**config.mk**
```make
export PLATFORM = sky130hd
export DESIGN_NAME = fpa_front
export DESIGN_NICKNAME = d
export VERILOG_FILES = /design/src/rtl/fpa_pkg.sv /design/src/rtl/fpa_front.sv
export SDC_FILE = /design/constraint.sdc
export NUM_CORES = 2
export LEC_CHECK = 0
export BUFFER_PORTS_ARGS = -buffer_cell sky130_fd_sc_hd__buf_4
export CAP_MARGIN = 10
export CORE_MARGIN = 2
export CORE_UTILIZATION = 33
export CTS_CLUSTER_SIZE = 10
export DETAILED_ROUTE_END_ITERATION = 10
export GPL_ROUTABILITY_DRIVEN = 0
export PLACE_DENSITY = 0.57
export SYNTH_ARGS = -nofsm -noshare
export SYNTH_HDL_FRONTEND = slang
export SYNTH_SLANG_ARGS = --single-unit
```
**constraint.sdc**
```tcl
create_clock -name clk -period 7.4 [get_ports clk]
set_input_delay 0.37 -clock clk [delete_from_list [all_inputs] [get_ports clk]]
set_output_delay 0.37 -clock clk [all_outputs]
set_load 0.1 [all_outputs]
```
**src/rtl/fpa_pkg.sv**
```systemverilog
// Package with the request and result types and command codes of the fixed-point ALU.
`timescale 1ns / 1ps
`default_nettype none
package fpa_pkg;

  localparam logic [3:0] CMD_ADD = 4'd0;
  localparam logic [3:0] CMD_SUB = 4'd1;
  localparam logic [3:0] CMD_MUL = 4'd2;
  localparam logic [3:0] CMD_DIV = 4'd3;
  localparam logic [3:0] CMD_GT  = 4'd4;
  localparam logic [3:0] CMD_LT  = 4'd5;
  localparam logic [3:0] CMD_GE  = 4'd6;
  localparam logic [3:0] CMD_LE  = 4'd7;
  localparam logic [3:0] CMD_EQ  = 4'd8;
  localparam logic [3:0] CMD_NE  = 4'd9;
  localparam logic [3:0] CMD_MIN = 4'd10;
  localparam logic [3:0] CMD_MAX = 4'd11;

  localparam logic [1:0] STAT_OK   = 2'd0;
  localparam logic [1:0] STAT_SAT  = 2'd1;
  localparam logic [1:0] STAT_DIV0 = 2'd2;

  typedef struct packed {
    logic [3:0]         command;
    logic signed [31:0] operand_a;
    logic signed [31:0] operand_b;
  } fpa_in_t;

  typedef struct packed {
    logic signed [31:0] result_value;
    logic               compare_true;
    logic [1:0]         status;
  } fpa_out_t;

  // Work item handed from stage to stage along the pipeline.
  typedef struct packed {
    logic [3:0]  cmd;
    logic        neg;
    logic [31:0] mb;
    logic [31:0] rem;
    logic [63:0] acc;
    logic [31:0] res;
    logic        flag;
  } fpa_work_t;

endpackage
`default_nettype wire

```
**src/rtl/fpa_front.sv**
```systemverilog
// Front stages: operand magnitudes, simple results, and the product or scaled dividend.
`timescale 1ns / 1ps
`default_nettype none
module fpa_front #(
  parameter int FRAC_BITS = 8
) (
  input  wire logic               clk,
  input  wire logic               rst_n,
  input  wire logic               en,
  input  wire logic               in_valid,
  input  wire fpa_pkg::fpa_in_t   in_req,
  output logic                    work_valid,
  output fpa_pkg::fpa_work_t      work
);

  fpa_pkg::fpa_work_t a_r, a_nxt;
  fpa_pkg::fpa_work_t b_r, b_nxt;
  logic               a_valid_r, b_valid_r;

  // First stage: magnitudes, sign and the results of the add, subtract, compare, min and max commands.
  always_comb begin
    logic signed [31:0] a;
    logic signed [31:0] b;
    a = in_req.operand_a;
    b = in_req.operand_b;
    a_nxt      = '0;
    a_nxt.cmd  = in_req.command;
    a_nxt.neg  = a[31] ^ b[31];
    a_nxt.acc  = {32'd0, (a[31] ? 32'(-a) : 32'(a))};
    a_nxt.mb   = b[31] ? 32'(-b) : 32'(b);
    case (in_req.command)
      fpa_pkg::CMD_ADD: a_nxt.res = 32'(a + b);
      fpa_pkg::CMD_SUB: a_nxt.res = 32'(a - b);
      fpa_pkg::CMD_GT:  a_nxt.flag = (a > b);
      fpa_pkg::CMD_LT:  a_nxt.flag = (a < b);
      fpa_pkg::CMD_GE:  a_nxt.flag = (a >= b);
      fpa_pkg::CMD_LE:  a_nxt.flag = (a <= b);
      fpa_pkg::CMD_EQ:  a_nxt.flag = (a == b);
      fpa_pkg::CMD_NE:  a_nxt.flag = (a != b);
      fpa_pkg::CMD_MIN: a_nxt.res = (a < b) ? a : b;
      fpa_pkg::CMD_MAX: a_nxt.res = (a > b) ? a : b;
      default: a_nxt.res = '0;
    endcase
  end

  // Second stage: full product for multiply, scaled dividend otherwise.
  always_comb begin
    b_nxt     = a_r;
    b_nxt.rem = '0;
    if (a_r.cmd == fpa_pkg::CMD_MUL) begin
      b_nxt.acc = 64'(a_r.acc[31:0]) * 64'(a_r.mb);
    end else begin
      b_nxt.acc = a_r.acc << FRAC_BITS;
    end
  end

  always_ff @(posedge clk) begin
    if (!rst_n) begin
      a_valid_r <= 1'b0;
      b_valid_r <= 1'b0;
    end else if (en) begin
      a_valid_r <= in_valid;
      b_valid_r <= a_valid_r;
    end
  end

  always_ff @(posedge clk) begin
    if (en) begin
      a_r <= a_nxt;
      b_r <= b_nxt;
    end
  end

  assign work_valid = b_valid_r;
  assign work       = b_r;

endmodule
`default_nettype wire

```
==> reports/results.ini <==
[worst_setup_path]
required_ns=7.86
setup.worst_path.start_class=flip-flop
cp_slowest_cell=fa_2
crit_family=adder cells
worst-path-max-fanout=7
end_kind=flip-flop
cp_data_arrival_time_ns=8.13
crit_type=reg -> reg
cpMostUsedCell=fa_1
worst_path_largest_cell_delay_ns=0.57
crit_buf_inv=5

[yosys]
ys_warn_count=0
netlist_instances=4871
synth_area_leaders=fa_1, edfxtp_1, ha_1
syn_avg_cell_area_um2=9.548
synth_top_cell_area_share_pct=38.65
seq_area_frac_synth_pct=15.32
synthArstFlopShare_pct=0
synth.largest_area_cell=fa_1
yosysUniqueCellTypes=81
ys_seq_elements=238
ys_top_cells_by_count=inv_1, fa_1, and2_1
yosysMostFrequentCell=inv_1
dominantRegCellSynth=edfxtp_1
syn_area_um2=46510
synth_edf_count=236

[layout]
drive_above_1_share_pct=17.51
fillers=13780
seqCellArea_um2=7127
multi_input_comb_area_um2=35820
fin_cells=7190
synthToLayoutAreaGrowth_pct=20.24
final_nets=6591

[global_route]
grt_start_max_net_pins=162
grt_pass1_wl_um=220100
grt_overflow=0
grtUsageTotal_pct=19.97
antenna_found_initial=5
grt_pass1_vias=37090

[clocking]
clk_path_buf_depth=3
clk_pin_slew_ns=0.05
clk_latency_ns=0.60
numCtsBuffers=35
clock_sinks=238
cts_tree=yes
htreeDepth=2
root_buffer=clkbuf_16

[sta]
rsz0062_at_grt=yes
setup_viol=27
slew-limit-headroom_pct=22.02
fin_crit_sh_pct=103.7
fin_crit_ns=7.673
slew_violations=0
fmax_ghz=0.1303
fin_skew_ns=0.01952
fin_ws_ns=-0.2732
worst_pin_slew_ns=1.170
setup_tns_ns=-3.666
hold_viol=0

[floorplanning]
fp.dieW_um=379.4
die_y_um=379.4
rows=137
io_pins=239
initial_utilization_pct=33.29
die_area_um2=144000
coreArea_um2=139700

[place]
hpwl_um=115000
io_buffers=206
place_inst=7058

[min_path]
hold_path.class=in -> reg

[drt]
drc_errors=0
drt_iter0_markers=2292
drt_first_pass_iters=5
wl_um=141900
vias_per_cell=4.905
ant_nets=0
vias=35270
detail_route.wl_per_cell_um=19.74

[run_status]
status=finished with violations
violations=negative setup slack

[flow_run]
max_cap_viol_count=0

sequential cells by signal (all words and copies together) (netlist names):
register    count
work          134
a_r           102
a_valid_r       1
work_valid      1
cell usage in the layout (no fill, tap or decap), drive strengths merged, types with 30 or more instances in the layout:
master / synthesis / routed
nor2: 101 / 101
edfxtp: 236 / 236
ha: 328 / 328
inv: 921 / 925
nand3: 30 / 30
nor3: 37 / 37
buf: 41 / 650
a21oi: 141 / 141
mux2i: 43 / 43
o21ai: 121 / 121
nand2: 574 / 574
conb: 1 / 32
a21o: 49 / 49
clkbuf: 265 / 45
fa: 898 / 898
and2: 603 / 603
xnor2: 118 / 118
worst paths after layout:
kind / from / to / slack, ns / cells past startpoint
setup / recovery: a_r[51]$_DFFE_PP_ / work[88]$_SDFFCE_PP0P_ / -0.27 / 25
hold / removal: in_valid / a_valid_r$_SDFFE_PN0P_ / 0.06 / 3
setup reg to reg: a_r[51]$_DFFE_PP_ / work[88]$_SDFFCE_PP0P_ / -0.27 / 25
hold reg to reg: a_r[31]$_DFFE_PP_ / work[31]$_DFFE_PP_ / 0.42 / 0
timing repair:
item,4_1_cts,5_1_grt
pin swaps,65,80
gates cloned,5,4
setup buffers,31,37
setup endpoints to repair,37,40
gates resized for setup,140,183
hold buffers,5,0
hold endpoints to repair,6,0
cell families (layout without fill, tap and decap cells):
| family | after synthesis | count (layout) | share of synthesized area (%) |
|---|---|---|---|
| multiplexers | 46 | 46 | 0.9981 |
| flip-flops | 238 | 238 | 15.32 |
| other | 1 | 34 | 0.008063 |
| AO/OA/AOI/OAI | 522 | 522 | 7.186 |
| buffers and inverters | 1228 | 1638 | 10.18 |
| XOR/XNOR | 147 | 147 | 2.768 |
| adder cells (fa/ha/maj) | 1226 | 1226 | 47.48 |
| AND/OR/NAND/NOR | 1463 | 1463 | 16.06 |
final cells by class:
| type | count | area share [%] |
|---|---|---|
| antenna | 2 | 0.008949 |
| tap | 1876 | 4.197 |
| sequential | 238 | 12.74 |
| clock inverter | 16 | 0.3557 |
| inverter | 922 | 6.188 |
| multi-input combinational | 3436 | 64.05 |
| clock buffer | 40 | 1.600 |
| timing repair buffer | 660 | 10.86 |
per-stage QoR:
stage               hold slack, ns  setup slack, ns  instance area [um^2]  util, %
detailed placement          0.4052          -0.6426                 52740    37.75
CTS                       0.008947          -0.2170                 54900    39.30
global route               0.04075          -0.4778                 55920    40.03
global placement            0.4004          -0.6203                 52740    37.75
floorplan                   0.4003          0.03610                 46630        -
finish                     0.05696          -0.2732                 55920    40.03
tightest hold or removal path, stage by stage:
cell and delay, ns:
buf_4 0.08, mux2i_1 0.05, nor2b_1 0.11
metal layers:
layer  global-route usage, %  vias up  wire length, um
met5                       0        -               51
met4                   5.922        8             4599
met3                   2.481      208             6951
met2                   34.90      949            71750
met1                   25.77    18240            58540
li1                        -    15860                -
Power is left out: the tool's default activity adds up to more than one toggle a clock period on the data nets, which glitch-free logic cannot reach.
