`src/rtl/fpa_pkg.sv`:
```
// Package with the request and result types and command codes of the fixed-point ALU.
`timescale 1ns / 1ps
`default_nettype none
package fpa_pkg;

  localparam logic [3:0] CMD_ADD = 4'd0;
  localparam logic [3:0] CMD_SUB = 4'd1;
  localparam logic [3:0] CMD_MUL = 4'd2;
  localparam logic [3:0] CMD_DIV = 4'd3;
  localparam logic [3:0] CMD_GT  = 4'd4;
  localparam logic [3:0] CMD_LT  = 4'd5;
  localparam logic [3:0] CMD_GE  = 4'd6;
  localparam logic [3:0] CMD_LE  = 4'd7;
  localparam logic [3:0] CMD_EQ  = 4'd8;
  localparam logic [3:0] CMD_NE  = 4'd9;
  localparam logic [3:0] CMD_MIN = 4'd10;
  localparam logic [3:0] CMD_MAX = 4'd11;

  localparam logic [1:0] STAT_OK   = 2'd0;
  localparam logic [1:0] STAT_SAT  = 2'd1;
  localparam logic [1:0] STAT_DIV0 = 2'd2;

  typedef struct packed {
    logic [3:0]         command;
    logic signed [31:0] operand_a;
    logic signed [31:0] operand_b;
  } fpa_in_t;

  typedef struct packed {
    logic signed [31:0] result_value;
    logic               compare_true;
    logic [1:0]         status;
  } fpa_out_t;

  // Work item handed from stage to stage along the pipeline.
  typedef struct packed {
    logic [3:0]  cmd;
    logic        neg;
    logic [31:0] mb;
    logic [31:0] rem;
    logic [63:0] acc;
    logic [31:0] res;
    logic        flag;
  } fpa_work_t;

endpackage
`default_nettype wire

```
`src/rtl/fpa_back.sv`:
```
// Back stage: rounding, saturation, status and the output register.
`timescale 1ns / 1ps
`default_nettype none
module fpa_back #(
  parameter int FRAC_BITS = 8
) (
  input  wire logic                clk,
  input  wire logic                rst_n,
  input  wire logic                en,
  input  wire logic                work_valid,
  input  wire fpa_pkg::fpa_work_t  work,
  output logic                     out_valid,
  output fpa_pkg::fpa_out_t        out_rsp
);

  localparam int NUM_BITS = 32 + FRAC_BITS;
  localparam logic [63:0] HALF  = 64'd1 << (FRAC_BITS - 1);
  localparam logic [63:0] QMASK = (64'd1 << NUM_BITS) - 64'd1;

  fpa_pkg::fpa_out_t rsp_r, rsp_nxt;
  logic              valid_r;

  // Round the multiply or divide magnitude half away from zero, apply sign and clamp.
  always_comb begin
    logic [63:0] q;
    logic        up;
    logic        sat;
    logic [31:0] val;
    up  = ({work.rem, 1'b0} >= {1'b0, work.mb});
    if (work.cmd == fpa_pkg::CMD_MUL) begin
      q = (work.acc + HALF) >> FRAC_BITS;
    end else begin
      q = (work.acc & QMASK) + 64'(up);
    end
    sat = 1'b0;
    if (work.neg) begin
      if (q > 64'h8000_0000) begin
        sat = 1'b1;
        val = 32'h8000_0000;
      end else begin
        val = 32'(-q);
      end
    end else begin
      if (q > 64'h7FFF_FFFF) begin
        sat = 1'b1;
        val = 32'h7FFF_FFFF;
      end else begin
        val = q[31:0];
      end
    end
    rsp_nxt              = '0;
    rsp_nxt.compare_true = work.flag;
    case (work.cmd)
      fpa_pkg::CMD_MUL: begin
        rsp_nxt.result_value = val;
        rsp_nxt.status       = sat ? fpa_pkg::STAT_SAT : fpa_pkg::STAT_OK;
      end
      fpa_pkg::CMD_DIV: begin
        if (work.mb == 32'd0) begin
          rsp_nxt.status = fpa_pkg::STAT_DIV0;
        end else begin
          rsp_nxt.result_value = val;
          rsp_nxt.status       = sat ? fpa_pkg::STAT_SAT : fpa_pkg::STAT_OK;
        end
      end
      default: rsp_nxt.result_value = work.res;
    endcase
  end

  always_ff @(posedge clk) begin
    if (!rst_n) begin
      valid_r <= 1'b0;
    end else if (en) begin
      valid_r <= work_valid;
    end
  end

  always_ff @(posedge clk) begin
    if (en) begin
      rsp_r <= rsp_nxt;
    end
  end

  assign out_valid = valid_r;
  assign out_rsp   = rsp_r;

endmodule
`default_nettype wire

```
`config.mk`:
```
export PLATFORM = sky130hd
export DESIGN_NAME = fpa_back
export DESIGN_NICKNAME = d
export VERILOG_FILES = /design/src/rtl/fpa_pkg.sv /design/src/rtl/fpa_back.sv
export SDC_FILE = /design/constraint.sdc
export NUM_CORES = 1
export LEC_CHECK = 0
export BUFFER_PORTS_ARGS = -buffer_cell sky130_fd_sc_hd__buf_2
export CORE_MARGIN = 2
export CORE_UTILIZATION = 31
export CTS_BUF_LIST = sky130_fd_sc_hd__clkbuf_4 sky130_fd_sc_hd__clkbuf_8 sky130_fd_sc_hd__clkbuf_16
export DETAILED_ROUTE_END_ITERATION = 7
export GPL_TIMING_DRIVEN = 0
export HOLD_SLACK_MARGIN = 0.03
export SYNTH_ARGS = -nofsm -noshare
export SYNTH_HDL_FRONTEND = slang
export SYNTH_SLANG_ARGS = --single-unit
```
`constraint.sdc`:
```
create_clock -name clk -period 11.5 [get_ports clk]
set_input_delay 1.15 -clock clk [delete_from_list [all_inputs] [get_ports clk]]
set_output_delay 1.15 -clock clk [all_outputs]
set_load 0.02 [all_outputs]
```
==> flow_summary.toml <==
[sta]
clock.fmax_mhz = 148
fin_crit_ns = 6.76
setup_violations = 0
fin_crit_sh_pct = 58.8
worst_pin_slew_ns = 1.05
final_max_slew_viol_count = 0
postLayoutSetupSlackWorst_ns = 4.74
tns_ns = 0
clock_skew_ns = 0
slew_headroom_pct = 29.2
whs_ns = 0.527
hold_viol_final = 0
rsz0062_at_grt = "no"

[outcome]
status = "complete, no violations"

[final_layout]
drive_gt1_share_pct = 23.2
layout_commonest_cell = "buf_2"
num-fill-cells = 2124
diodes = 0
final_cell_mix = "buf_2 (202), nand2_1 (70), inv_1 (55)"
final_util_pct = 38.9
fin_cells = 1285
multi_input_area_sq_um = 4730
syn2layout_area_growth_pct = 22.3
nets = 1225
seq_area_sq_um = 1070

[critical_path]
crit_slowest_cell = "or4b_1"
worstReg2RegEnd = "out_valid"
cp_max_fo = 9
cp.arrival_ns = 6.76
crit_family = "simple AND/OR/NAND/NOR gates"
slowest_delay_ns = 0.50
crit_buf_inv = 4
cp.required_ns = 11.51
crit_path_start = "work[139]"
r2r_slack_ns = 10.90
crit_path_start_kind = "primary input"
end_kind = "register"
crit_type = "primary input to register"
r2r_cells = 2
r2r_start = "out_valid"

[pwr]
combPwrFrac_pct = 40.9
switchingPower_mw = 0.170
p_per_area_nw_per_um2 = 64.3
swShare_pct = 34.6
power_frac_seq_pct = 32.5
peakVddDrop_mv = 0.0503
clkPwrFrac_pct = 26.6
leakage_nw = 3.12
p_int_mw = 0.322

[placement]
gp_congestion = 0.984
place_ws_ns = 4.43
post-dp-hpwl_mm = 18.7
place_inst = 1277
portBuffers = 183

[drt]
wl_mm = 22.4
dr.first_iter.drc_count = 718
ant_nets = 0
drtPass1Iterations = 5
post-route-drc-count = 0
viasPerCell = 5.55
wl_per_cell_um = 17.4
vias = 7136

[worst_hold_path]
hold_path_class = "register to register"
worstHoldStart = "out_valid"
hold-path-endpoint = "out_valid"
whs_path_depth = 2

[synthesis]
synth_cell_types = 79
ys_seq_area_share_pct = 17.1
syn_nets = 1035
netlist_area_sq_um = 6250
avgSynthCellArea_sq_um = 7.54
synth-edff-count = 35
synth_ff_type = "edfxtp_1"
yosys_warnings = 0
synthArstFlopShare_pct = 0
synth-seq-cells = 36
syn_inst = 829

[cts]
postCtsSetupBuffers = 0
cts_tree = "built"
cts_resized = 0
numCtsBuffers = 5
clk_pin_slew_ns = 0.05
cts-root-buf = "clkbuf_16"
insertion_delay_ns = 0.27
h-tree-depth = 2
cts.sinks = 36
cts_buffer_depth = 2
cts_hold_buffers = 0

[global_route]
grt_max_degree = 37
grt_pass1_vias = 6455
antenna_found_initial = 1
grt_pass1_wl_mm = 34.9
grt_usage_pct = 19.9
overflow = 0

[floorplan]
chipHeight_um = 146
rows = 51
initial_core_util_pct = 31.8
die-area_sq_um = 21300
io_pins = 206
die_w_um = 146
core_area_sq_um = 19700

[flow_run]
maxCapViolations = 0
[cell families after synthesis]
| logic type | synth area share [%] |
|---|---|
| compound gates | 20.5 |
| xor+xnor | 10.2 |
| fa+ha+maj | 7.20 |
| buf+inv | 7.28 |
| flops | 17.1 |
| mux | 4.20 |
| simple gates | 33.5 |
[state kept, by name, indices dropped and copies added (netlist names)]
| signal | cells |
|---|---|
| out_rsp | 35 |
| out_valid | 1 |
[routing by layer]
layer / vias to the layer above / track usage, % / wire length, um
li1: 3537 / - / -
met3: 18 / 2.59 / 1780
met4: 0 / 3.83 / 290
met2: 321 / 31.1 / 9710
met5: - / 0 / 0
met1: 3260 / 29.3 / 10600
[final cells by class]
class,count,area share (%)
Multi-Input combinational cell,681,61.8
Timing Repair Buffer,183,12.0
Clock inverter,1,0.0491
Sequential cell,36,14.0
Buffer,57,3.26
Tap cell,265,4.34
Clock buffer,7,1.83
Inverter,55,2.70
[stage by stage]
stage | area [sq um] | power, mW
4_1_cts | 7640 | 0.491
2_1_floorplan | 6250 | 0.282
3_3_place_gp | 7500 | 0.359
6_report | 7640 | 0.492
5_1_grt | 7640 | 0.517
3_5_place_dp | 7500 | 0.361
[cell usage after synthesis (3+ instances only)]
cell / number / share of area [%]
nand2_1: 70 / 4.2
inv_1: 55 / 3.3
xnor2_1: 47 / 6.6
nor2_1: 44 / 2.6
nor4_1: 43 / 4.3
nor3_1: 42 / 3.4
nand4_1: 40 / 4.0
nand3_1: 39 / 3.1
ha_1: 36 / 7.2
edfxtp_1: 35 / 17
clkbuf_1: 34 / 2.0
o21ai_0: 29 / 2.3
mux2i_1: 24 / 3.8
xor2_1: 24 / 3.4
buf_2: 19 / 1.5
a21oi_1: 18 / 1.4
a22o_1: 17 / 2.4
and4_1: 16 / 2.2
a21o_1: 12 / 1.4
a22oi_1: 12 / 1.4
and3_1: 12 / 1.2
o21a_1: 10 / 1.2
o31ai_1: 10 / 1.2
or3_1: 10 / 1.0
a32o_1: 9 / 1.4
nand2b_1: 9 / 0.90
o211ai_1: 9 / 1.1
or4_1: 9 / 1.1
a31oi_1: 7 / 0.70
nor2b_1: 5 / 0.50
or2_2: 5 / 0.50
and2_1: 4 / 0.40
o21bai_1: 4 / 0.48
a41oi_1: 3 / 0.42
buf_4: 3 / 0.36
o22ai_1: 3 / 0.30
o31a_1: 3 / 0.42
[worst max-delay path by stage]
stage	endpoint	cells after the start
floorplan	out_rsp[34]	25
global placement	out_rsp[34]	27
detailed placement	out_rsp[34]	27
CTS	out_rsp[34]	27
global route	out_rsp[34]	27
finish	out_rsp[34]	27
[power by group through the flow]
stage,Sequential [mW],Clock [mW],Combinational (mW)
finish,0.160,0.131,0.201
global route,0.161,0.136,0.220
CTS,0.160,0.132,0.199
detailed placement,0.163,0,0.198
global placement,0.162,0,0.196
floorplan,0.178,0,0.104
[worst min-delay path: stages (launching register included)]
cell,delay [ns]
dfxtp_1,0.32
mux2i_1,0.07
nor2b_1,0.10
(Power assumes the default switching activity.)
