`src/rtl/fpa_pkg.sv`:
```
// Package with the request and result types and command codes of the fixed-point ALU.
`timescale 1ns / 1ps
`default_nettype none
package fpa_pkg;

  localparam logic [3:0] CMD_ADD = 4'd0;
  localparam logic [3:0] CMD_SUB = 4'd1;
  localparam logic [3:0] CMD_MUL = 4'd2;
  localparam logic [3:0] CMD_DIV = 4'd3;
  localparam logic [3:0] CMD_GT  = 4'd4;
  localparam logic [3:0] CMD_LT  = 4'd5;
  localparam logic [3:0] CMD_GE  = 4'd6;
  localparam logic [3:0] CMD_LE  = 4'd7;
  localparam logic [3:0] CMD_EQ  = 4'd8;
  localparam logic [3:0] CMD_NE  = 4'd9;
  localparam logic [3:0] CMD_MIN = 4'd10;
  localparam logic [3:0] CMD_MAX = 4'd11;

  localparam logic [1:0] STAT_OK   = 2'd0;
  localparam logic [1:0] STAT_SAT  = 2'd1;
  localparam logic [1:0] STAT_DIV0 = 2'd2;

  typedef struct packed {
    logic [3:0]         command;
    logic signed [31:0] operand_a;
    logic signed [31:0] operand_b;
  } fpa_in_t;

  typedef struct packed {
    logic signed [31:0] result_value;
    logic               compare_true;
    logic [1:0]         status;
  } fpa_out_t;

  // Work item handed from stage to stage along the pipeline.
  typedef struct packed {
    logic [3:0]  cmd;
    logic        neg;
    logic [31:0] mb;
    logic [31:0] rem;
    logic [63:0] acc;
    logic [31:0] res;
    logic        flag;
  } fpa_work_t;

endpackage
`default_nettype wire

```
`src/rtl/fpa_div_cell.sv`:
```
// One restoring-divide cell: develops one quotient bit and passes the item on.
`timescale 1ns / 1ps
`default_nettype none
module fpa_div_cell #(
  parameter int NUM_BITS = 40
) (
  input  wire logic                clk,
  input  wire logic                rst_n,
  input  wire logic                en,
  input  wire logic                prev_valid,
  input  wire fpa_pkg::fpa_work_t  prev,
  output logic                     cell_valid,
  output fpa_pkg::fpa_work_t       next_work
);

  fpa_pkg::fpa_work_t cell_r, cell_nxt;
  logic               valid_r;

  // Bring the next dividend bit into the partial remainder and try the divisor.
  always_comb begin
    logic [32:0] trial;
    logic        qbit;
    trial    = {prev.rem, prev.acc[NUM_BITS-1]};
    qbit     = (trial >= {1'b0, prev.mb});
    cell_nxt = prev;
    if (prev.cmd == fpa_pkg::CMD_DIV) begin
      cell_nxt.rem = qbit ? 32'(trial - {1'b0, prev.mb}) : trial[31:0];
      cell_nxt.acc = {prev.acc[62:0], qbit};
    end
  end

  always_ff @(posedge clk) begin
    if (!rst_n) begin
      valid_r <= 1'b0;
    end else if (en) begin
      valid_r <= prev_valid;
    end
  end

  always_ff @(posedge clk) begin
    if (en) begin
      cell_r <= cell_nxt;
    end
  end

  assign cell_valid = valid_r;
  assign next_work  = cell_r;

endmodule
`default_nettype wire

```
`config.mk`:
```
export PLATFORM = sky130hd
export DESIGN_NAME = fpa_div_cell
export DESIGN_NICKNAME = d
export VERILOG_FILES = /design/src/rtl/fpa_pkg.sv /design/src/rtl/fpa_div_cell.sv
export SDC_FILE = /design/constraint.sdc
export NUM_CORES = 1
export LEC_CHECK = 0
export BUFFER_PORTS_ARGS = -buffer_cell sky130_fd_sc_hd__buf_2
export CAP_MARGIN = 10
export CORE_ASPECT_RATIO = 1.5
export CORE_MARGIN = 2
export CORE_UTILIZATION = 49
export CTS_CLUSTER_DIAMETER = 120
export DETAILED_ROUTE_END_ITERATION = 10
export PLACE_DENSITY_LB_ADDON = 0.12
export SETUP_SLACK_MARGIN = 0.4
export SLEW_MARGIN = 20
export SYNTH_ARGS = -nofsm -noshare
export SYNTH_HDL_FRONTEND = slang
export SYNTH_SLANG_ARGS = --single-unit
```
`constraint.sdc`:
```
create_clock -name clk -period 3.75 [get_ports clk]
set_input_delay 0.1875 -clock clk [delete_from_list [all_inputs] [get_ports clk]]
set_output_delay 0.1875 -clock clk [all_outputs]
set_load 0.1 [all_outputs]
```
==> results of run 1 <==
[repair_timing]
item | CTS | global route
resized for setup | 0 | 2
hold endpoints to repair | 71 | 0
buffers inserted | 0 | 1
setup endpoints to repair | 0 | 25
hold buffers | 71 | 0
[per-layer routing]
metal	vias up	share of wire
li1	3552	-
met1	3360	0.36
met2	279	0.53
met3	61	0.068
met4	0	0.043
met5	-	0
[layout make-up]
| type | instances | area, sq um | share of cell area |
|---|---|---|---|
| Antenna cell | 6 | 15.0 | 0.00129 |
| Clock buffer | 17 | 425 | 0.0367 |
| Clock inverter | 14 | 158 | 0.0136 |
| Inverter | 42 | 158 | 0.0136 |
| Multi-Input combinational cell | 534 | 3090 | 0.267 |
| Sequential cell | 167 | 5000 | 0.432 |
| Tap cell | 210 | 263 | 0.0227 |
| Timing Repair Buffer | 415 | 2480 | 0.214 |
[logic make-up after synthesis]
group	share of synthesized area
AO/OA/AOI/OAI	0.109
adder cells (fa/ha/maj)	0.0503
flip-flops	0.599
buffers and inverters	0.0343
multiplexers	0.0240
AND/OR/NAND/NOR	0.158
XOR/XNOR	0.0252
[power breakdown]
part,total [W],internal (W),leakage (nW),switching (W)
sequential,0.00227,0.00223,1.63,0.0000370
combinational,0.00200,0.000423,3.57,0.00158
clock,0.00172,0.000889,0.286,0.000828
[path summary, 6_finish.rpt]
kind | from | to | slack (ns) | depth (start not counted)
hold / removal | prev[93] | next_work[94] | 0.02 | 3
setup reg to reg | cell_valid | cell_valid | 3.15 | 2
hold reg to reg | cell_valid | cell_valid | 0.53 | 2
setup / recovery | prev[129] | next_work[127] | 0.62 | 14
[cells in the final DEF, fill, tap and decap left out, drive strengths merged, types with 3 or more instances in the layout]
cell type and n:
buf 344, nand2 239, edfxtp 166, dlygate4sd3 71, o21ai 59, inv 48, ha 32, nor2 28
a21oi 23, mux2i 20, a21o 18, clkbuf 17, xnor2 14, nand3 12, xor2 10, a31oi 9
nand4 8, clkinv 8, diode 6, a211oi 6, nor3 5, a211o 5, and3 5, nor2b 4
o21a 4, and4 3, and2 3, o211ai 3, nor4 3
[worst max-delay path: cells and delay by family]
kind            cells  cell delay [ns]
xor+xnor            1             0.15
compound gates      7             1.54
buf+inv             3             0.69
fa+ha+maj           2             0.57
mux                 1             0.14
[stage by stage]
stage	total power, W	instance area (sq um)	hold slack (ns)
3_3_place_gp	0.00423	10300	0.364
3_5_place_dp	0.00424	10300	0.366
6_report	0.00598	11600	0.0236
2_1_floorplan	0.00385	8350	0.286
5_1_grt	0.00619	11600	0.0167
4_1_cts	0.00602	11600	0.00804
[state kept, by name, summed over array words and instances, names as in the netlist]
signal,count
next_work,166
cell_valid,1
==> flow_metrics.env, run 1 <==
export IMPL_portBuffers=336
export IMPL_cts_made_buffers=17
export IMPL_fin_setup_tns_ns=0
export IMPL_wl_per_cell_microns=16.8
export IMPL_ys_seq_area_frac=0.599
export IMPL_clkTransAtPathRegs_ns=0.07
export IMPL_dieArea_sq_mm=0.0181
export IMPL_pre_cts_slack_ns=0.445
export IMPL_area_growth_pct=38.8
export IMPL_syn_inst=774
export IMPL_nNetsFinal=1380
export IMPL_hold_viol_final=0
export IMPL_cp_data_arrival_time_ns=3.28
export IMPL_globalplace_congestion=0.887
export IMPL_antenna_left=0
export IMPL_ir_worst_vdd_v=0.000307
export IMPL_viasPerCell=5.16
export IMPL_tightest_slew_ns=0.770
export IMPL_syn_area_sq_mm=0.00835
export IMPL_fmax_mhz=320
export IMPL_synth_ff_type="edfxtp_1"
export IMPL_post_route_util=0.692
export IMPL_drt_pass1_iterations=5
export IMPL_grtUsageMet2=0.473
export IMPL_track_usage=0.258
export IMPL_grtUsageMet1=0.270
export IMPL_ys_seq_elements=167
export IMPL_async_flop_share=0
export IMPL_drive_gt1_frac=0.328
export IMPL_fin_crit_sh=0.834
export IMPL_nFillCells=1312
export IMPL_cts_tree="done"
export IMPL_grt_max_degree=83
export IMPL_clk_latency_ns=0.43
export IMPL_required_ns=3.90
export IMPL_p_leak_nw=5.48
export IMPL_cts_buffer_depth=2
export IMPL_drt_iter0_drc=381
export IMPL_htreeDepth=4
export IMPL_synth_common_cells="239 x nand2_1, 166 x edfxtp_1, 42 x inv_1"
export IMPL_die_y_microns=164
export IMPL_core_sq_mm=0.0168
export IMPL_drv_cap=0
export IMPL_rsz0062_at_grt="no"
export IMPL_finalClockSkew_ns=0
export IMPL_end_kind="register"
export IMPL_grt_antenna_before_repair=6
export IMPL_dp_cells=1296
export IMPL_drc=0
export IMPL_max_stage_delay_ns=0.52
export IMPL_crit_fanout=4
export IMPL_ios=337
export IMPL_path_class="primary input to register"
export IMPL_clock_sinks=167
export IMPL_synth_fp_nets=977
export IMPL_grt_pass1_wl_microns=36500
export IMPL_yosysMostFrequentCell="nand2_1"
export IMPL_start_kind="primary input"
export IMPL_yosys_warnings=0
export IMPL_final_setup_viol_count=0
export IMPL_netlist_area_leader_share=0.597
export IMPL_grt_use_met3=0.0720
export IMPL_start_util=0.498
export IMPL_finish_cell_count_without_fillers=1405
export IMPL_cts_root_buffer="clkbuf_16"
export IMPL_crit_path_cell_trace="dlygate4sd3_1, buf_2, ha_1, inv_1, fa_1, a211o_1, o211ai_2, a2bb2oi_2, a21oi_1, o31ai_1, a211o_1, xor2_1, mux2i_1, o21ai_1"
export IMPL_grt_pass1_vias=7101
export IMPL_relSlewSlack=0.486
export IMPL_slowest_stage="dlygate4sd3_1"
export IMPL_via_count=7252
export IMPL_setup_ws_ns=0.623
export IMPL_period_needed_ns=3.13
export IMPL_wirelength_microns=23600
export IMPL_yosysUniqueCellTypes=52
export IMPL_row_count=58
export IMPL_timing_critical_path_mode_cell="a211o_1"
export IMPL_p_per_area_mw_per_mm2=516
export IMPL_overflow=0
export IMPL_die_w_microns=111
export IMPL_hold_class="primary input to register"
export IMPL_outcome="finished clean"
export IMPL_finalMaxSlewViolations=0
export IMPL_synth_avg_cell_area_sq_um=10.8
export IMPL_yosys_area_top_type="edfxtp_1"
export IMPL_synth_edf_count=166
export IMPL_dp_hpwl_microns=17400
export IMPL_grt_most_used_layer="met2"
export IMPL_synthTopCellsByArea="edfxtp_1 60%, nand2_1 11%, ha_1 4.8%, o21ai_1 2.5%, mux2i_1 2.4%"
(Power assumes the default switching activity.)
==> inputs of run 2 (changes only) <==
--- a/config.mk
+++ b/config.mk
@@ -5,11 +5,12 @@
 export SDC_FILE = /design/constraint.sdc
 export NUM_CORES = 1
 export LEC_CHECK = 0
+export ABC_AREA = 1
 export BUFFER_PORTS_ARGS = -buffer_cell sky130_fd_sc_hd__buf_2
 export CAP_MARGIN = 10
 export CORE_ASPECT_RATIO = 1.5
 export CORE_MARGIN = 2
-export CORE_UTILIZATION = 49
+export CORE_UTILIZATION = 50
 export CTS_CLUSTER_DIAMETER = 120
 export DETAILED_ROUTE_END_ITERATION = 10
 export PLACE_DENSITY_LB_ADDON = 0.12
==> constraint.sdc (replaced) <==
create_clock -name clk -period 3 [get_ports clk]
set_input_delay 0.15 -clock clk [delete_from_list [all_inputs] [get_ports clk]]
set_output_delay 0.15 -clock clk [all_outputs]
set_load 0.1 [all_outputs]
==> run 2 against run 1 <==
Synthesized cell count rose by 45%. Critical path depth rose by 2. Routed wire length rose by 37%. Largest power group unchanged. Cell count up 33%. Worst hold slack worse by 0.015 ns. Non-clock buffer count up 64. Combinational power grew 36%. Global-route usage rose by 6.6 points. Clock skew did not move. Core utilization rose by 3.2 points. Flip-flop and latch count unchanged. Critical endpoint is now next_work[123]. Area after synthesis increased by 12%.
==> flow_metrics.env, run 2 <==
export IMPL_outcome="finished clean"
export IMPL_cts_made_buffers=17
export IMPL_fmax_mhz=410
export IMPL_relSlewSlack=0.398
export IMPL_dp_cells=1692
export IMPL_die_w_microns=116
export IMPL_drv_cap=0
export IMPL_wirelength_microns=32400
export IMPL_start_kind="primary input"
export IMPL_p_leak_nw=6.82
export IMPL_viasPerCell=5.03
export IMPL_slowest_stage="dlygate4sd3_1"
export IMPL_reg2reg_setup_slack_ns=1.76
export IMPL_globalplace_congestion=1.05
export IMPL_fin_setup_tns_ns=0
export IMPL_fin_crit_sh=0.813
export IMPL_drt_iter0_drc=791
export IMPL_antenna_left=0
export IMPL_overflow=0
export IMPL_cp_data_arrival_time_ns=2.64
export IMPL_drt_pass1_iterations=7
export IMPL_nFillCells=1452
export IMPL_synth_edf_count=166
export IMPL_htreeDepth=4
export IMPL_ios=337
export IMPL_endpoint="next_work[123]"
export IMPL_path_class="primary input to register"
export IMPL_synth_fp_nets=1326
export IMPL_wl_per_cell_microns=17.4
export IMPL_dp_hpwl_microns=21800
export IMPL_grt_antenna_before_repair=7
export IMPL_design_area_sq_mm=0.0134
export IMPL_grt_pass1_wl_microns=48200
export IMPL_synth_ff_type="edfxtp_1"
export IMPL_ys_seq_area_frac=0.533
export IMPL_r2r_start="cell_valid"
export IMPL_row_count=61
export IMPL_largest_reg_flops=166
export IMPL_syn_area_sq_mm=0.00939
export IMPL_finish_cell_count_without_fillers=1863
export IMPL_drive_gt1_frac=0.259
export IMPL_rsz0062_at_grt="no"
export IMPL_core_sq_mm=0.0185
export IMPL_grt_pass1_vias=9363
export IMPL_tightest_slew_ns=0.904
export IMPL_final_common_cell="nand2_1"
export IMPL_dieArea_sq_mm=0.0199
export IMPL_yosysUniqueCellTypes=35
export IMPL_synth_common_cells="497 x nand2_1, 174 x inv_1, 166 x edfxtp_1"
export IMPL_period_needed_ns=2.44
export IMPL_timing_critical_path_mode_cell="nand2_1"
export IMPL_reg2reg_depth=3
export IMPL_async_flop_share=0
export IMPL_track_usage=0.324
export IMPL_die_y_microns=172
export IMPL_finalMaxSlewViolations=0
export IMPL_crit_path_cell_trace="dlygate4sd3_1, buf_2, inv_1, ha_1, nand2_1, nor2_2, nand3_1, nand3_2, nand2_1, nand2_2, nand2_4, nand2_8, buf_6, nand3_2, nand2_1, nand2_1"
export IMPL_p_per_area_mw_per_mm2=581
export IMPL_yosysMostFrequentCell="nand2_1"
export IMPL_via_count=9370
export IMPL_synthTopCellsByArea="edfxtp_1 53%, nand2_1 20%, inv_1 7.0%, ha_1 4.3%, nand3_1 3.6%"
export IMPL_required_ns=3.20
export IMPL_cts_tree="done"
export IMPL_cp_startpoint="prev[134]"
export IMPL_syn_inst=1123
export IMPL_r2r_end="cell_valid"
export IMPL_finalClockSkew_ns=0
export IMPL_cts_buffer_depth=2
export IMPL_nNetsFinal=1795
export IMPL_cts_root_buffer="clkbuf_16"
export IMPL_drc=0
export IMPL_clk_latency_ns=0.44
export IMPL_ys_seq_elements=167
export IMPL_crit_fanout=11
export IMPL_area_growth_pct=42.4
export IMPL_portBuffers=336
export IMPL_yosys_warnings=0
export IMPL_clkTransAtPathRegs_ns=0.07
export IMPL_end_kind="register"
export IMPL_hold_class="primary input to register"
export IMPL_dpl_cell_area_sq_mm=0.0114
export IMPL_clock_sinks=167
export IMPL_ir_worst_vdd_v=0.000291
export IMPL_hold_viol_final=0
export IMPL_max_stage_delay_ns=0.55
export IMPL_netlist_area_leader_share=0.531
export IMPL_start_util=0.508
export IMPL_synth_avg_cell_area_sq_um=8.36
export IMPL_yosys_area_top_type="edfxtp_1"
export IMPL_grt_max_degree=107
export IMPL_final_setup_viol_count=0
export IMPL_mostFrequentLayoutCells="496 x nand2_1, 335 x buf_2, 173 x inv_1, 166 x edfxtp_1, 131 x dlygate4sd3_1"
[run 2: cell type report]
class                           count  area, sq um  area share
Antenna cell                        6         15.0     0.00112
Clock buffer                       17          425      0.0318
Clock inverter                     15          154      0.0115
Inverter                          175          657      0.0491
Multi-Input combinational cell    752         3610       0.270
Sequential cell                   167         5000       0.374
Tap cell                          252          315      0.0236
Timing Repair Buffer              479         3190       0.238
[run 2: cell families (layout without fill, tap and decap cells)]
family / count (synthesis) / after routing / share of synthesized area
xor gates and xnor gates: 15 / 15 / 0.0140
buffers and inverters: 204 / 686 / 0.0854
AOI/OAI and AO/OA: 46 / 46 / 0.0263
and+or+nand+nor: 658 / 658 / 0.297
DFF: 167 / 167 / 0.533
adders and majority gates: 33 / 33 / 0.0448
other: 0 / 6 / 0
[run 2: worst max-delay path, delay by kind of cell]
kind | cells | cell delay (ns)
and+or+nand+nor | 11 | 1.22
adders and majority gates | 1 | 0.34
buffers and inverters | 4 | 0.91
[run 2: metal layers]
metal | vias up | wire length (microns) | share of wire | track usage
met5 | - | 13 | 0.00040 | 0
met4 | 2 | 1630 | 0.050 | 0.179
met3 | 114 | 2270 | 0.070 | 0.0807
met2 | 435 | 17600 | 0.54 | 0.603
met1 | 4311 | 10900 | 0.34 | 0.322
li1 | 4508 | - | - | -
[run 2: worst min-delay path by stage]
stage / from / to / slack (ns) / cells after the start
2_1_floorplan: en / cell_valid / 0.24 / 1
3_3_place_gp: prev[1] / next_work[1] / 0.33 / 1
3_5_place_dp: prev[24] / next_work[24] / 0.33 / 1
4_1_cts: prev[63] / next_work[63] / 0.00007 / 3
5_1_grt: prev[56] / next_work[57] / 0.007 / 3
6_report: prev[75] / next_work[75] / 0.009 / 3
[run 2: stage by stage]
step | util | setup WS [ns] | hold WS (ns) | total power (W)
final | 0.724 | 0.561 | 0.00894 | 0.00777
after global routing | 0.724 | 0.398 | 0.00693 | 0.00805
after CTS | 0.718 | 0.411 | 0.0000706 | 0.00772
after detailed placement | 0.616 | 0.502 | 0.329 | 0.00542
after global placement | 0.616 | 0.510 | 0.326 | 0.00541
after floorplan | - | 1.14 | 0.243 | 0.00488
[run 2: what timing repair did]
action | 4_1_cts | 5_1_grt
endpoints found under the hold margin | 115 | 0
hold buffers | 131 | 0
endpoints found under the setup margin | 0 | 33
gates resized for setup | 0 | 12
setup buffers | 0 | 1
[run 2: power breakdown]
part	total (W)	internal, W	switching, W
sequential	0.00285	0.00279	0.0000567
combinational	0.00272	0.000587	0.00214
clock	0.00220	0.00123	0.000970
==> inputs of run 3 (changes only) <==
--- a/config.mk
+++ b/config.mk
@@ -10,7 +10,7 @@
 export CAP_MARGIN = 10
 export CORE_ASPECT_RATIO = 1.5
 export CORE_MARGIN = 2
-export CORE_UTILIZATION = 50
+export CORE_UTILIZATION = 46
 export CTS_CLUSTER_DIAMETER = 120
 export DETAILED_ROUTE_END_ITERATION = 10
 export PLACE_DENSITY_LB_ADDON = 0.12
==> constraint.sdc (replaced) <==
create_clock -name clk -period 2 [get_ports clk]
set_input_delay 0.1 -clock clk [delete_from_list [all_inputs] [get_ports clk]]
set_output_delay 0.1 -clock clk [all_outputs]
set_load 0.1 [all_outputs]
==> run 3 against run 2 <==
The run now ends with hold timing left. Via count is 2.6% higher. Die area grew 8.4%. Sequential power grew 50%. Worst hold slack got worse by 0.010 ns. Setup slack got worse by 0.23 ns. Sequential share of layout area shrank 3.8 points. Routed wire length rose by 1.0%. Global-route usage shrank 3.4 points. First-iteration DRC count down 17%. Critical path type unchanged. Largest power group is now combinational logic.
==> flow_metrics.env, run 3 (same netlist as run 2, synthesis figures left out) <==
export IMPL_outcome="finished with violations"
export IMPL_violations="hold timing"
export IMPL_wl_met2_microns=17500
export IMPL_crit_fanout=6
export IMPL_cts_root_buffer="clkbuf_16"
export IMPL_drv_cap=0
export IMPL_fin_setup_tns_ns=0
export IMPL_core_sq_mm=0.0202
export IMPL_via_count=9614
export IMPL_grt_pass1_vias=9424
export IMPL_path_class="primary input to register"
export IMPL_rsz0062_at_grt="yes"
export IMPL_worst_path_buf_inv=4
export IMPL_fin_crit_sh=0.836
export IMPL_viasPerCell=4.94
export IMPL_drt_iter0_drc=655
export IMPL_tightest_slew_ns=0.573
export IMPL_ir_worst_vdd_v=0.000506
export IMPL_p_seq_frac=0.362
export IMPL_nNetsFinal=1868
export IMPL_grt_antenna_before_repair=7
export IMPL_final_common_cell="nand2_1"
export IMPL_wl_met3_microns=2360
export IMPL_grt_pass1_wl_microns=48000
export IMPL_period_needed_ns=1.67
export IMPL_finalMaxSlewViolations=0
export IMPL_crit_path_cell_trace="buf_2, inv_12, ha_4, nand3_1, nor3_2, nand2_1, nor2_4, nor2_4, buf_12, nand2_8, clkbuf_16, nand2_1, nand3_1, nand2_1"
export IMPL_area_growth_pct=58.5
export IMPL_r2r_start="cell_valid"
export IMPL_cp_startpoint="prev[72]"
export IMPL_p_clk_frac=0.244
export IMPL_die_y_microns=179
export IMPL_start_kind="primary input"
export IMPL_ios=337
export IMPL_route_layer_met1_wl_microns=11100
export IMPL_drive_gt1_frac=0.372
export IMPL_cts_buffer_depth=2
export IMPL_p_int_w=0.00697
export IMPL_final_setup_viol_count=0
export IMPL_dieArea_sq_mm=0.0216
export IMPL_track_usage=0.290
export IMPL_p_leak_nw=7.27
export IMPL_total_power_w=0.0118
export IMPL_path_delay_family="simple AND/OR/NAND/NOR gates"
export IMPL_drc=0
export IMPL_start_util=0.465
export IMPL_die_w_microns=121
export IMPL_nFillCells=1543
export IMPL_wl_per_cell_microns=16.8
export IMPL_dpl_cell_area_sq_mm=0.0122
export IMPL_globalplace_congestion=1.03
export IMPL_dp_hpwl_microns=22900
export IMPL_power_switching_w=0.00481
export IMPL_portBuffers=336
export IMPL_clk_latency_ns=0.43
export IMPL_finalClockSkew_ns=0
export IMPL_antenna_left=0
export IMPL_largest_reg_flops=166
export IMPL_finish_cell_count_without_fillers=1947
export IMPL_combPwrFrac=0.394
export IMPL_timing_critical_path_mode_cell="nand2_1"
export IMPL_clock_sinks=167
export IMPL_post_route_util=0.737
export IMPL_worstHoldStart="prev[115]"
export IMPL_slowest_stage="ha_4"
export IMPL_max_stage_delay_ns=0.27
export IMPL_grt_max_degree=100
export IMPL_cp_data_arrival_time_ns=1.85
export IMPL_hold_class="primary input to register"
export IMPL_row_count=64
export IMPL_p_per_area_mw_per_mm2=792
export IMPL_end_kind="register"
export IMPL_wirelength_microns=32800
export IMPL_overflow=0
export IMPL_clkTransAtPathRegs_ns=0.06
export IMPL_design_area_sq_mm=0.0149
export IMPL_top_layer_used="met5"
export IMPL_htreeDepth=4
export IMPL_required_ns=2.18
export IMPL_cts_tree="done"
export IMPL_switching_share=0.408
export IMPL_drt_pass1_iterations=5
export IMPL_fmax_mhz=598
export IMPL_hold_viol_final=1
export IMPL_dp_cells=1761
export IMPL_whs_ns=-0.00141
export IMPL_cts_made_buffers=17
export IMPL_mostFrequentLayoutCells="445 x nand2_1, 332 x buf_2, 166 x edfxtp_1, 160 x inv_1, 137 x dlygate4sd3_1"
export IMPL_relSlewSlack=0.621
[run 3: changes by cell type in the layout (fill, tap and decap cells not counted), moves of 13 or more]
cell | before | now
buf_4 | 3 | 63
ha_1 | 30 | 2
ha_4 | 0 | 30
inv_1 | 173 | 160
nand2_1 | 496 | 445
nand2_2 | 9 | 42
nand2_4 | 2 | 20
nand3_1 | 68 | 43
nand3_2 | 8 | 31
nor2_1 | 31 | 18
[run 3: worst paths after layout]
kind | endpoint | slack [ns] | depth (start not counted)
worst max register to register | cell_valid | 0.78 | 3
worst min register to register | cell_valid | 1.13 | 3
worst min-delay path | next_work[115] | -0.001 | 3
worst max-delay path | next_work[119] | 0.33 | 14
[run 3: worst reg2reg max path: stages (launching register included)]
cell and delay, ns:
dfxtp_1 0.32, o21ai_0 0.16, a21oi_1 0.05, dlygate4sd3_1 0.57
[run 3: per-stage QoR]
step / hold slack, ns / setup slack (ns)
3_3_place_gp: 0.276 / -0.0941
2_1_floorplan: 0.193 / 0.301
5_1_grt: 0.00759 / 0.263
3_5_place_dp: 0.278 / -0.112
4_1_cts: 0.000527 / 0.414
6_report: -0.00141 / 0.328
[run 3: power groups by stage]
stage | logic (W) | registers, W | clock network, W
after global placement | 0.00405 | 0.00432 | 0
after detailed placement | 0.00407 | 0.00433 | 0
after global routing | 0.00487 | 0.00429 | 0.00303
final | 0.00464 | 0.00427 | 0.00287
after floorplan | 0.000954 | 0.00646 | 0
after CTS | 0.00430 | 0.00426 | 0.00292
[run 3: per-layer routing]
metal  global-route usage  vias up
li1                     -     4654
met1                0.296     4419
met2                0.548      422
met3               0.0712      117
met4                0.136        2
met5                    0        -
[run 3: repair_timing]
action / in CTS / in global routing
hold buffers: 137 / 0
gates cloned: 0 / 3
hold endpoints to repair: 147 / 0
endpoints found under the setup margin: 14 / 34
pin swaps: 0 / 41
buffers inserted: 0 / 9
resized for setup: 2 / 158
[run 3: final cells by class]
| type | instances | area [sq um] | share of cell area |
|---|---|---|---|
| Antenna cell | 7 | 17.5 | 0.00118 |
| Multi-Input combinational cell | 752 | 4510 | 0.303 |
| Clock buffer | 21 | 440 | 0.0296 |
| Sequential cell | 167 | 5000 | 0.336 |
| Clock inverter | 9 | 55.1 | 0.00370 |
| Tap cell | 264 | 330 | 0.0222 |
| Inverter | 175 | 684 | 0.0460 |
| Timing Repair Buffer | 552 | 3840 | 0.258 |
